[src/rtl/htfi_pkg.sv]
// Shared constants, codes and controller/datapath structs for the hash table.
package htfi_pkg;

    // Table geometry
    localparam int TABLE_SIZE  = 4096;
    localparam int SLOT_W      = $clog2(TABLE_SIZE);
    localparam int IDX_W       = 12;
    localparam int ACT_W       = 2;
    localparam int WORD_W      = 64;

    // Hash constants
    localparam logic [WORD_W-1:0] HASH_SEED  = 64'd14695981039346656037;
    localparam logic [8:0]        PRIME_LOW  = 9'h1B3;
    localparam int                PRIME_SHIFT = 40;
    localparam int                PROBE_SCALE = 6659;
    localparam int                M_W  = $clog2(TABLE_SIZE * PROBE_SCALE + 1);
    localparam int                MUL_W = 32 + M_W;
    localparam int                STEP_W = 4;
    localparam int                LAST_STEP = 8;

    // Actions
    localparam logic [ACT_W-1:0] ACT_FIND = 2'd0;
    localparam logic [ACT_W-1:0] ACT_GET  = 2'd1;
    localparam logic [ACT_W-1:0] ACT_SET  = 2'd2;

    // Hash datapath operations
    localparam logic [2:0] OP_NONE   = 3'd0;
    localparam logic [2:0] OP_LOADK  = 3'd1;
    localparam logic [2:0] OP_MLO    = 3'd2;
    localparam logic [2:0] OP_MHI    = 3'd3;
    localparam logic [2:0] OP_MPRIME = 3'd4;

    // Post-processing after an operation
    localparam logic [2:0] PST_NONE  = 3'd0;
    localparam logic [2:0] PST_XSEED = 3'd1;
    localparam logic [2:0] PST_ROT47 = 3'd2;
    localparam logic [2:0] PST_XKROT = 3'd3;
    localparam logic [2:0] PST_FOLD  = 3'd4;

    // Result kinds
    localparam logic [2:0] RES_NONE  = 3'd0;
    localparam logic [2:0] RES_PROBE = 3'd1;
    localparam logic [2:0] RES_FULL  = 3'd2;
    localparam logic [2:0] RES_GET   = 3'd3;
    localparam logic [2:0] RES_ADDR  = 3'd4;

    typedef struct packed {
        logic       load_in;
        logic [2:0] op;
        logic [2:0] post;
        logic       probe_start;
        logic       probe_next;
        logic       rd_probe;
        logic       rd_addr;
        logic       wr_probe;
        logic       wr_addr;
        logic       clr_step;
        logic       res_load;
        logic [2:0] res_sel;
    } dp_cmd_t;

    typedef struct packed {
        logic             clr_done;
        logic             entry_empty;
        logic             entry_match;
        logic             last_probe;
        logic             out_busy;
        logic [ACT_W-1:0] action;
    } dp_sts_t;

endpackage

[src/rtl/htfi_ctrl.sv]
// Controller: clearing pass, action dispatch, hash step sequencing and probing.
module htfi_ctrl (
    input  logic                 clk,
    input  logic                 rst_n,
    input  logic                 req_valid,
    output logic                 req_ready,
    input  htfi_pkg::dp_sts_t    sts,
    output htfi_pkg::dp_cmd_t    cmd
);
    import htfi_pkg::*;

    localparam logic [2:0] ST_CLEAR = 3'd0;
    localparam logic [2:0] ST_IDLE  = 3'd1;
    localparam logic [2:0] ST_DISP  = 3'd2;
    localparam logic [2:0] ST_HASH  = 3'd3;
    localparam logic [2:0] ST_PRD   = 3'd4;
    localparam logic [2:0] ST_PCMP  = 3'd5;
    localparam logic [2:0] ST_RRD   = 3'd6;
    localparam logic [2:0] ST_RRET  = 3'd7;

    logic [2:0]        state_reg;
    logic [2:0]        state_next;
    logic [STEP_W-1:0] step_reg;
    logic [STEP_W-1:0] step_next;

    assign req_ready = (state_reg == ST_IDLE) && !sts.out_busy;

    // Next state and commands
    always_comb
    begin
        state_next = state_reg;
        step_next  = step_reg;
        cmd        = '0;
        case (state_reg)
            ST_CLEAR:
            begin
                cmd.clr_step = 1'b1;
                if (sts.clr_done)
                begin
                    state_next = ST_IDLE;
                end
            end
            ST_IDLE:
            begin
                if (req_valid && req_ready)
                begin
                    cmd.load_in = 1'b1;
                    state_next  = ST_DISP;
                end
            end
            ST_DISP:
            begin
                case (sts.action)
                    ACT_FIND:
                    begin
                        cmd.probe_start = 1'b1;
                        step_next       = '0;
                        state_next      = ST_HASH;
                    end
                    ACT_GET:
                    begin
                        state_next = ST_RRD;
                    end
                    ACT_SET:
                    begin
                        cmd.wr_addr  = 1'b1;
                        cmd.res_load = 1'b1;
                        cmd.res_sel  = RES_ADDR;
                        state_next   = ST_IDLE;
                    end
                    default:
                    begin
                        cmd.res_load = 1'b1;
                        cmd.res_sel  = RES_NONE;
                        state_next   = ST_IDLE;
                    end
                endcase
            end
            ST_HASH:
            begin
                case (step_reg)
                    4'd0:    cmd.op = OP_LOADK;
                    4'd1:    cmd.op = OP_MLO;
                    4'd2:
                    begin
                        cmd.op   = OP_MHI;
                        cmd.post = PST_XSEED;
                    end
                    4'd3:    cmd.op = OP_MLO;
                    4'd4:
                    begin
                        cmd.op   = OP_MHI;
                        cmd.post = PST_ROT47;
                    end
                    4'd5:    cmd.op = OP_MPRIME;
                    4'd6:    cmd.op = OP_MLO;
                    4'd7:
                    begin
                        cmd.op   = OP_MHI;
                        cmd.post = PST_XKROT;
                    end
                    4'd8:
                    begin
                        cmd.op   = OP_MPRIME;
                        cmd.post = PST_FOLD;
                    end
                    default: cmd.op = OP_NONE;
                endcase
                step_next = step_reg + 1'b1;
                if (step_reg == STEP_W'(LAST_STEP))
                begin
                    state_next = ST_PRD;
                end
            end
            ST_PRD:
            begin
                cmd.rd_probe = 1'b1;
                state_next   = ST_PCMP;
            end
            ST_PCMP:
            begin
                state_next = ST_IDLE;
                if (sts.entry_empty)
                begin
                    cmd.wr_probe = 1'b1;
                    cmd.res_load = 1'b1;
                    cmd.res_sel  = RES_PROBE;
                end
                else if (sts.entry_match)
                begin
                    cmd.res_load = 1'b1;
                    cmd.res_sel  = RES_PROBE;
                end
                else if (sts.last_probe)
                begin
                    cmd.res_load = 1'b1;
                    cmd.res_sel  = RES_FULL;
                end
                else
                begin
                    cmd.probe_next = 1'b1;
                    step_next      = '0;
                    state_next     = ST_HASH;
                end
            end
            ST_RRD:
            begin
                cmd.rd_addr = 1'b1;
                state_next  = ST_RRET;
            end
            ST_RRET:
            begin
                cmd.res_load = 1'b1;
                cmd.res_sel  = RES_GET;
                state_next   = ST_IDLE;
            end
            default:
            begin
                state_next = ST_IDLE;
            end
        endcase
    end

    always_ff @(posedge clk or negedge rst_n)
    begin
        if (!rst_n)
        begin
            state_reg <= ST_CLEAR;
            step_reg  <= '0;
        end
        else
        begin
            state_reg <= state_next;
            step_reg  <= step_next;
        end
    end
endmodule

[config.mk]
export PLATFORM = sky130hd
export DESIGN_NAME = htfi_ctrl
export DESIGN_NICKNAME = d
export VERILOG_FILES = /design/src/rtl/htfi_pkg.sv /design/src/rtl/htfi_ctrl.sv
export SDC_FILE = /design/constraint.sdc
export NUM_CORES = 1
export LEC_CHECK = 0
export ABC_AREA = 1
export BUFFER_PORTS_ARGS = -buffer_cell sky130_fd_sc_hd__buf_2
export CAP_MARGIN = 20
export CORE_MARGIN = 8
export CORE_UTILIZATION = 46
export CTS_CLUSTER_SIZE = 12
export DETAILED_ROUTE_END_ITERATION = 6
export PLACE_DENSITY = 0.75
export SLEW_MARGIN = 20
export SYNTH_ARGS = -nofsm -noshare
export SYNTH_HDL_FRONTEND = slang
export SYNTH_SLANG_ARGS = --single-unit
export TNS_END_PERCENT = 30
[constraint.sdc]
create_clock -name clk -period 1.5 [get_ports clk]
set_input_delay 0 -clock clk [delete_from_list [all_inputs] [get_ports clk]]
set_output_delay 0 -clock clk [all_outputs]
set_load 0.01 [all_outputs]
==> results of run 1 <==
-- area by class of cell --
type | count | area share (%)
Sequential cell | 7 | 19.1
Timing Repair Buffer | 31 | 18.0
Clock buffer | 4 | 2.81
Tap cell | 15 | 2.01
Multi-Input combinational cell | 87 | 50.4
Inverter | 19 | 7.62
-- cells by family after synthesis --
| family | Yosys count | synth area share [%] |
|---|---|---|
| and+or+nand+nor | 71 | 46.4 |
| buffers and inverters | 19 | 10.7 |
| AOI/OAI and AO/OA | 12 | 9.35 |
| DFF | 7 | 26.2 |
| adders and majority gates | 4 | 7.48 |
-- repair_timing --
item | 4_1_cts | 5_1_grt
endpoints found under the hold margin | 7 | 0
pin swaps | 0 | 3
gates resized for setup | 2 | 17
hold buffers | 1 | 0
setup endpoints to repair | 2 | 13
setup buffers | 0 | 0
-- where the power goes --
group | switching (mW) | total [mW] | internal, mW
registers | 0.146 | 0.430 | 0.284
logic | 0.693 | 1.13 | 0.435
clock network | 0.0740 | 0.176 | 0.102
-- routing by layer --
| metal | wire length, um | up-vias |
|---|---|---|
| li1 | - | 422 |
| met3 | 195 | 4 |
| met2 | 903 | 32 |
| met4 | 25 | 0 |
| met1 | 835 | 361 |
| met5 | 0 | - |
-- worst max-delay path by stage --
stage	from	to	slack, ns	cells after the start
after floorplan	step_reg[0]$_DFFE_PN0P_	state_reg[2]$_DFFE_PN0P_	0.20	7
after global placement	step_reg[1]$_DFFE_PN0P_	state_reg[2]$_DFFE_PN0P_	0.15	7
after detailed placement	step_reg[1]$_DFFE_PN0P_	state_reg[2]$_DFFE_PN0P_	0.1	7
after CTS	step_reg[0]$_DFFE_PN0P_	cmd[15]	0.005	7
after global routing	step_reg[0]$_DFFE_PN0P_	cmd[14]	-0.05	7
final	state_reg[2]$_DFFE_PN0P_	cmd[17]	0.09	4
-- stage by stage --
stage          hold slack [ns]  TNS, ns  instance area (sq um)
2_1_floorplan           -0.296        0                    669
3_3_place_gp            -0.164        0                    843
3_5_place_dp            -0.156        0                    843
4_1_cts                  0.102        0                    885
5_1_grt                  0.110  -0.0660                    936
6_report                 0.104        0                    936
-- layout by cell type (no fill, tap or decap), drive strengths merged --
cell type    instances
a21oi                6
buf                 30
clkbuf               4
dfrtp                7
dlygate4sd3          1
ha                   4
inv                 19
nand2               35
nand3               11
nand4                1
nor2                21
nor2b                1
nor3b                2
o211ai               1
o21ai                5
-- worst max-delay path, stage by stage (launching register included) --
cell     delay (ns)
dfrtp_1        0.45
inv_2          0.18
nand3_2        0.14
nor3b_2        0.22
buf_2          0.16
==> out/results.ini, run 1 <==
[die]
start_util_pct=50.2
die_h_um=54.1
core-area_sq_um=1330
dieArea_sq_um=2930
die_w_um=54.1
io_pins=29
placementRows=13

[drt]
vias=819
drc=0
firstDrtPassIters=6
routed_wl_mm=1.96
wl_per_cell_um=12.0
drtIter0Drc=26
viasPerCell=5.02
final_antenna_net_count=0

[cts]
clock_latency_ns=0.26
htreeDepth=1
cts.sinks=7
cts_buffers=3
cts.path.max_buffers=2
cts_tree=yes
cts-root-buf=clkbuf_4
clk_pin_slew_ns=0.06

[sta]
setup_violations=0
period_share_pct=94.3
fmax_mhz=707
hold_viol=0
skew_ns=0.0113
worst_pin_slew_ns=0.237
drv_slew=0
rsz0062_at_grt=yes
fin_ws_ns=0.0862
slew_headroom_pct=84.2
layout_min_cycle_time_ns=1.41

[flow_run]
max_cap_viol_count=0

[finish]
drive_above_1_share_pct=36.5
fin_util_pct=70.2
antenna_cells=0
layout.nets=163
fillCellCount=116
largest_reg_flops=4
syn2layout_area_growth_pct=39.8
stdcell_count=163
seq_area_sq_um=179
multi_input_area_sq_um=472

[run_status]
status=completed

[global_routing]
grt_pass1_wl_mm=3.04
first_global_vias=719
grt-ovfl-total=0
antenna_found_initial=0
use_met2_pct=22.1
grt_use_met1_pct=16.9
grt_max_degree=10
grt.total_usage_pct=13.8
use_met3_pct=3.58
grt.busiest_layer=met2

[synth]
synth_flop_cell=dfrtp_1
yosys-top-cells-count=33 x nand2_1, 18 x nor2_1, 16 x inv_1, 11 x nand3_1, 7 x dfrtp_1
synthArstFlopShare_pct=100
yosysSeqAreaShare_pct=26.2
synthDistinctLibCells=16
syn_avg_cell_area_sq_um=5.92
yosysTopAreaCell=dfrtp_1
synth-warning-count=0
synth_edf_count=0
synth_fp_nets=127
yosys.cell_count.top_type=nand2_1
synth_top_area_share_pct=26.2
ys_top_cells_by_area=dfrtp_1 26%, nand2_1 19%, nor2_1 10%
syn_area_sq_um=669
syn-instance-count=113
ys_ff_latch=7

[worst_setup_path]
setup.worst_path.end_class=output pin
required_ns=1.50
rr_startpoint=state_reg[2]$_DFFE_PN0P_
critPathArrivalTime_ns=1.41
crit_fanout=9
regToRegSetupSlack_ns=0.19
r2r_end=state_reg[2]$_DFFE_PN0P_
cp-start-kind=flop
worstSetupPathType=reg2out
reg2regPathDepth=5

[pwr]
power.total_mw=1.73
peakVddDrop_uv=1140
leakage_nw=0.542
p_per_area_nw_per_um2=1850

[placement]
place_ws_ns=0.0993
hpwl_mm=1.51
port_buffers=28
gp_congestion=0.812
dp_cells=158

[hold_path]
hp-class=in2async

Note: power is estimated with default switching activity, not from simulation.
==> run 2, diff against run 1 <==
--- a/config.mk
+++ b/config.mk
@@ -5,14 +5,14 @@
 export SDC_FILE = /design/constraint.sdc
 export NUM_CORES = 1
 export LEC_CHECK = 0
-export ABC_AREA = 1
 export BUFFER_PORTS_ARGS = -buffer_cell sky130_fd_sc_hd__buf_2
 export CAP_MARGIN = 20
 export CORE_MARGIN = 8
-export CORE_UTILIZATION = 46
+export CORE_UTILIZATION = 48
+export CTS_BUF_LIST = sky130_fd_sc_hd__clkbuf_8
 export CTS_CLUSTER_SIZE = 12
 export DETAILED_ROUTE_END_ITERATION = 6
-export PLACE_DENSITY = 0.75
+export PLACE_DENSITY = 0.78
 export SLEW_MARGIN = 20
 export SYNTH_ARGS = -nofsm -noshare
 export SYNTH_HDL_FRONTEND = slang
==> out/results.ini, run 2 <==
[worst_setup_path]
rr_startpoint=state_reg[0]$_DFFE_PN0P_
required_ns=1.50
crit_path_end=cmd[15]
setup.worst_path.end_class=output pin
crit_start=step_reg[1]$_DFFE_PN0P_
reg2regPathDepth=3
crit_fanout=3
regToRegSetupSlack_ns=0.12
critPathArrivalTime_ns=1.49
cp-start-kind=flop
r2r_end=state_reg[1]$_DFFE_PN0P_
worstSetupPathType=reg2out

[drt]
final_antenna_net_count=0
routed_wl_mm=1.97
wl_per_cell_um=14.5
drtIter0Drc=27
viasPerCell=5.80
vias=789
firstDrtPassIters=4
drc=0

[sta]
tns_ns=0
fmax_mhz=673
period_share_pct=99.1
rsz0062_at_grt=yes
hold_viol=0
worst_pin_slew_ns=0.415
setup_violations=0
skew_ns=0.00169
slew_headroom_pct=71.6
drv_slew=0
layout_min_cycle_time_ns=1.49

[synth]
synthDistinctLibCells=35
synth-warning-count=0
synth_top_area_share_pct=26.1
syn-instance-count=87
syn_area_sq_um=672
synthArstFlopShare_pct=100
synth_edf_count=0
yosysSeqAreaShare_pct=26.1
yosysTopAreaCell=dfrtp_1
ys_ff_latch=7
yosys-top-cells-count=7 x dfrtp_1, 7 x inv_1, 7 x nor3_1, 7 x o21ai_0
ys_top_cells_by_area=dfrtp_1 26%, ha_1 7.4%, nor3_1 5.2%
synth_flop_cell=dfrtp_1
syn_avg_cell_area_sq_um=7.72
synth_fp_nets=101

[global_routing]
grt.total_usage_pct=13.8
first_global_vias=735
grt_max_degree=12
grt-ovfl-total=0
grt_pass1_wl_mm=3.08
antenna_found_initial=0

[die]
die_w_um=53.4
io_pins=29
core-area_sq_um=1300
die_h_um=53.4
start_util_pct=51.6
dieArea_sq_um=2850
placementRows=13

[pwr]
leakage_nw=0.478
peakVddDrop_uv=1220
power.total_mw=1.91
p_per_area_nw_per_um2=1960

[finish]
fillCellCount=102
layout.nets=136
fin_util_pct=75.0
final_cell_mix=28 x buf_2, 7 x buf_4, 6 x o21ai_0, 6 x dfrtp_1
syn2layout_area_growth_pct=45.3
antenna_cells=0
largest_reg_flops=4
drive_above_1_share_pct=48.8
final_common_cell=buf_2
stdcell_area_sq_um=976

[cts]
cts.path.max_buffers=2
clk_pin_slew_ns=0.04
htreeDepth=1
cts_tree=yes
cts_buffers=3
cts-root-buf=clkbuf_8
cts.sinks=7
clock_latency_ns=0.22

[run_status]
status=completed

[placement]
gp_congestion=0.798
placed_area_sq_um=826
port_buffers=28
hpwl_mm=1.45

[flow_run]
max_cap_viol_count=0

[hold_path]
hp-class=in2reg

[run 2: cell types whose count changed after synthesis, sizes merged, moves of 3 or more]
cell	before	now
o21ai	5	8
clkbuf	0	4
nand2	35	5
inv	19	8
buf	0	3
nand3	11	1
nor2b	1	4
nor2	21	5
a31oi	0	3
a21oi	6	3
nor3	0	7
[run 2: how the worst min path moves through the flow]
stage            from                  endpoint  depth (start not counted)
4_1_cts        sts[6]  state_reg[0]$_DFFE_PN0P_                          3
3_5_place_dp    rst_n  state_reg[1]$_DFFE_PN0P_                          1
2_1_floorplan   rst_n  state_reg[0]$_DFFE_PN0P_                          0
5_1_grt        sts[6]  state_reg[0]$_DFFE_PN0P_                          3
3_3_place_gp    rst_n  state_reg[1]$_DFFE_PN0P_                          1
6_report       sts[6]  state_reg[0]$_DFFE_PN0P_                          3
[run 2: logic make-up (layout without fill, tap and decap cells)]
logic type	count (synthesis)	in the layout	share of synthesized area [%]
muxes	1	1	1.49
DFF	7	7	26.1
buffers and inverters	15	49	9.68
AOI/OAI and AO/OA	24	24	24.6
adders and majority gates	4	4	7.45
and+or+nand+nor	36	36	30.7
[run 2: critical path, cell delays in order, from the launching register on]
cell,delay [ns]
dfrtp_1,0.38
buf_4,0.15
ha_2,0.19
a2111oi_4,0.31
nor3_1,0.08
buf_2,0.15
[run 2: routing by layer]
layer	up-vias	track usage (%)	wire, um
met5	-	0	0
met4	0	5.04	12
met3	2	2.24	130
met2	40	22.7	962
met1	365	17.6	863
li1	382	-	-
[run 2: through the flow]
step / hold slack [ns] / worst slack, ns / instances
floorplan: -0.296 / 0.127 / 87
global placement: -0.162 / 0.0744 / 127
detailed placement: -0.161 / 0.0331 / 127
CTS: 0.00456 / 0.00273 / 136
global route: 0.0323 / -0.0634 / 136
finish: 0.00704 / 0.0132 / 136
[run 2: timing repair]
item / in CTS / in global routing
setup buffers: 4 / 0
hold buffers: 1 / 0
pin swaps: 2 / 5
endpoints found under the hold margin: 7 / 0
endpoints found under the setup margin: 7 / 13
resized for setup: 7 / 13
[run 2: final cells by class]
type	count	area, sq um	area share, %
inverter	8	30.0	3.08
sequential	7	176	18.1
tap	15	18.8	1.92
clock inverter	1	3.75	0.385
multi-input combinational	65	492	50.4
timing repair buffer	37	214	21.9
clock buffer	3	41.3	4.23
[run 2: report_power, final]
part / internal [mW] / switching (mW)
sequential: 0.280 / 0.136
clock: 0.176 / 0.0738
combinational: 0.598 / 0.649
total: 1.05 / 0.859
==> run 3, diff against run 2 <==
--- a/config.mk
+++ b/config.mk
@@ -8,12 +8,11 @@
 export BUFFER_PORTS_ARGS = -buffer_cell sky130_fd_sc_hd__buf_2
 export CAP_MARGIN = 20
 export CORE_MARGIN = 8
-export CORE_UTILIZATION = 48
-export CTS_BUF_LIST = sky130_fd_sc_hd__clkbuf_8
+export CORE_UTILIZATION = 46
 export CTS_CLUSTER_SIZE = 12
 export DETAILED_ROUTE_END_ITERATION = 6
-export PLACE_DENSITY = 0.78
-export SLEW_MARGIN = 20
+export PLACE_DENSITY = 0.75
+export SLEW_MARGIN = 10
 export SYNTH_ARGS = -nofsm -noshare
 export SYNTH_HDL_FRONTEND = slang
 export SYNTH_SLANG_ARGS = --single-unit
==> out/results.ini, run 3 (same netlist as run 2, synthesis figures left out) <==
[placement]
port_buffers=28
hpwl_mm=1.43
gp_congestion=0.788
placed_area_sq_um=818
place_ws_ns=0.0566

[worst_setup_path]
setup.worst_path.end_class=output pin
slowest_delay_ns=0.42
reg2regPathDepth=4
required_ns=1.50
rr_startpoint=state_reg[0]$_DFFE_PN0P_
worstSetupPathType=reg2out
crit_fanout=4
regToRegSetupSlack_ns=0.05
cpMaxStageDelayCell=dfrtp_1
critPathArrivalTime_ns=1.56
cp-start-kind=flop
r2r_end=state_reg[1]$_DFFE_PN0P_
crit_start=step_reg[0]$_DFFE_PN0P_
path_cells=ha_2 -> nor2b_4 -> a2111oi_4 -> nor3_1 -> buf_2

[run_status]
status=finished with violations
failed_checks=setup timing

[finish]
final_common_cell=buf_2
antenna_cells=0
syn2layout_area_growth_pct=52.5
drive_above_1_share_pct=52.3
final_cell_mix=28 x buf_2, 13 x buf_4, 6 x o21ai_0
largest_reg_flops=4
stdcell_area_sq_um=1020
layout.nets=143

[cts]
cts.sinks=7
clk_pin_slew_ns=0.06
cts.path.max_buffers=2
cts_buffers=3
cts_tree=yes
clock_latency_ns=0.25
cts-root-buf=clkbuf_4
htreeDepth=1

[sta]
rsz0062_at_grt=yes
hold_viol=0
drv_slew=0
setup_violations=6
skew_ns=0.000846
layout_min_cycle_time_ns=1.56
slew_headroom_pct=71.7
worst_pin_slew_ns=0.423
fmax_mhz=641
period_share_pct=104
tns_ns=-0.163
fin_ws_ns=-0.0589

[pwr]
power.total_mw=1.98
peakVddDrop_uv=1220
p_per_area_nw_per_um2=1930
leakage_nw=0.499

[die]
dieArea_sq_um=2940
io_pins=29
placementRows=13
start_util_pct=50.4
die_w_um=54.2
die_h_um=54.2
core-area_sq_um=1330

[global_routing]
grt.total_usage_pct=14.6
grt_max_degree=11
antenna_found_initial=0
grt_pass1_wl_mm=3.33
first_global_vias=777
grt-ovfl-total=0

[drt]
viasPerCell=5.89
final_antenna_net_count=0
firstDrtPassIters=4
routed_wl_mm=2.17
vias=842
drc=0
drtIter0Drc=32
wl_per_cell_um=15.2

[hold_path]
hp-class=in2async

[flow_run]
max_cap_viol_count=0

## run 3: routing by layer
metal  global-route usage, %  wire [um]
met4                    7.79         75
met1                    18.4        917
met5                       0          0
met2                    22.7       1030
met3                    3.25        152
## run 3: critical path, delay by kind of cell, from the launching register on
family          cells  cell delay [ns]
fa+ha+maj           1             0.21
buf+inv             1             0.15
simple gates        2             0.21
compound gates      1             0.32
flops               1             0.42
## run 3: power breakdown
part / switching (mW) / leakage [nW] / total (mW) / internal [mW]
clock: 0.0751 / 0.0150 / 0.177 / 0.102
combinational: 0.683 / 0.398 / 1.38 / 0.697
sequential: 0.144 / 0.0861 / 0.425 / 0.280
## run 3: final cells by class
type                       instances  area (sq um)
clock buffer                       4          26.3
inverter                           8          32.5
timing repair buffer              44           269
sequential                         7           178
multi-input combinational         65           500
tap                               15          18.8
fill                             109           309
## run 3: timing repair
item | 4_1_cts | 5_1_grt
hold endpoints to repair | 8 | 0
pin swaps | 3 | 3
hold buffers | 2 | 0
endpoints found under the setup margin | 11 | 15
resized for setup | 12 | 14
setup buffers | 7 | 4
## run 3: per-stage QoR
step                instances  hold WS, ns  util, %
floorplan                  87       -0.296        -
global placement          126       -0.158     61.4
detailed placement        126       -0.158     61.4
CTS                       139        0.107     71.0
global route              143        0.124     76.8
finish                    143        0.107     76.8
## run 3: worst max path at each step
stage,slack [ns],endpoint
after floorplan,0.13,step_reg[3]$_DFFE_PN0P_
after global placement,0.07,cmd[15]
after detailed placement,0.06,step_reg[3]$_DFFE_PN0P_
after CTS,-0.02,cmd[14]
after global routing,-0.14,cmd[15]
final,-0.06,cmd[15]
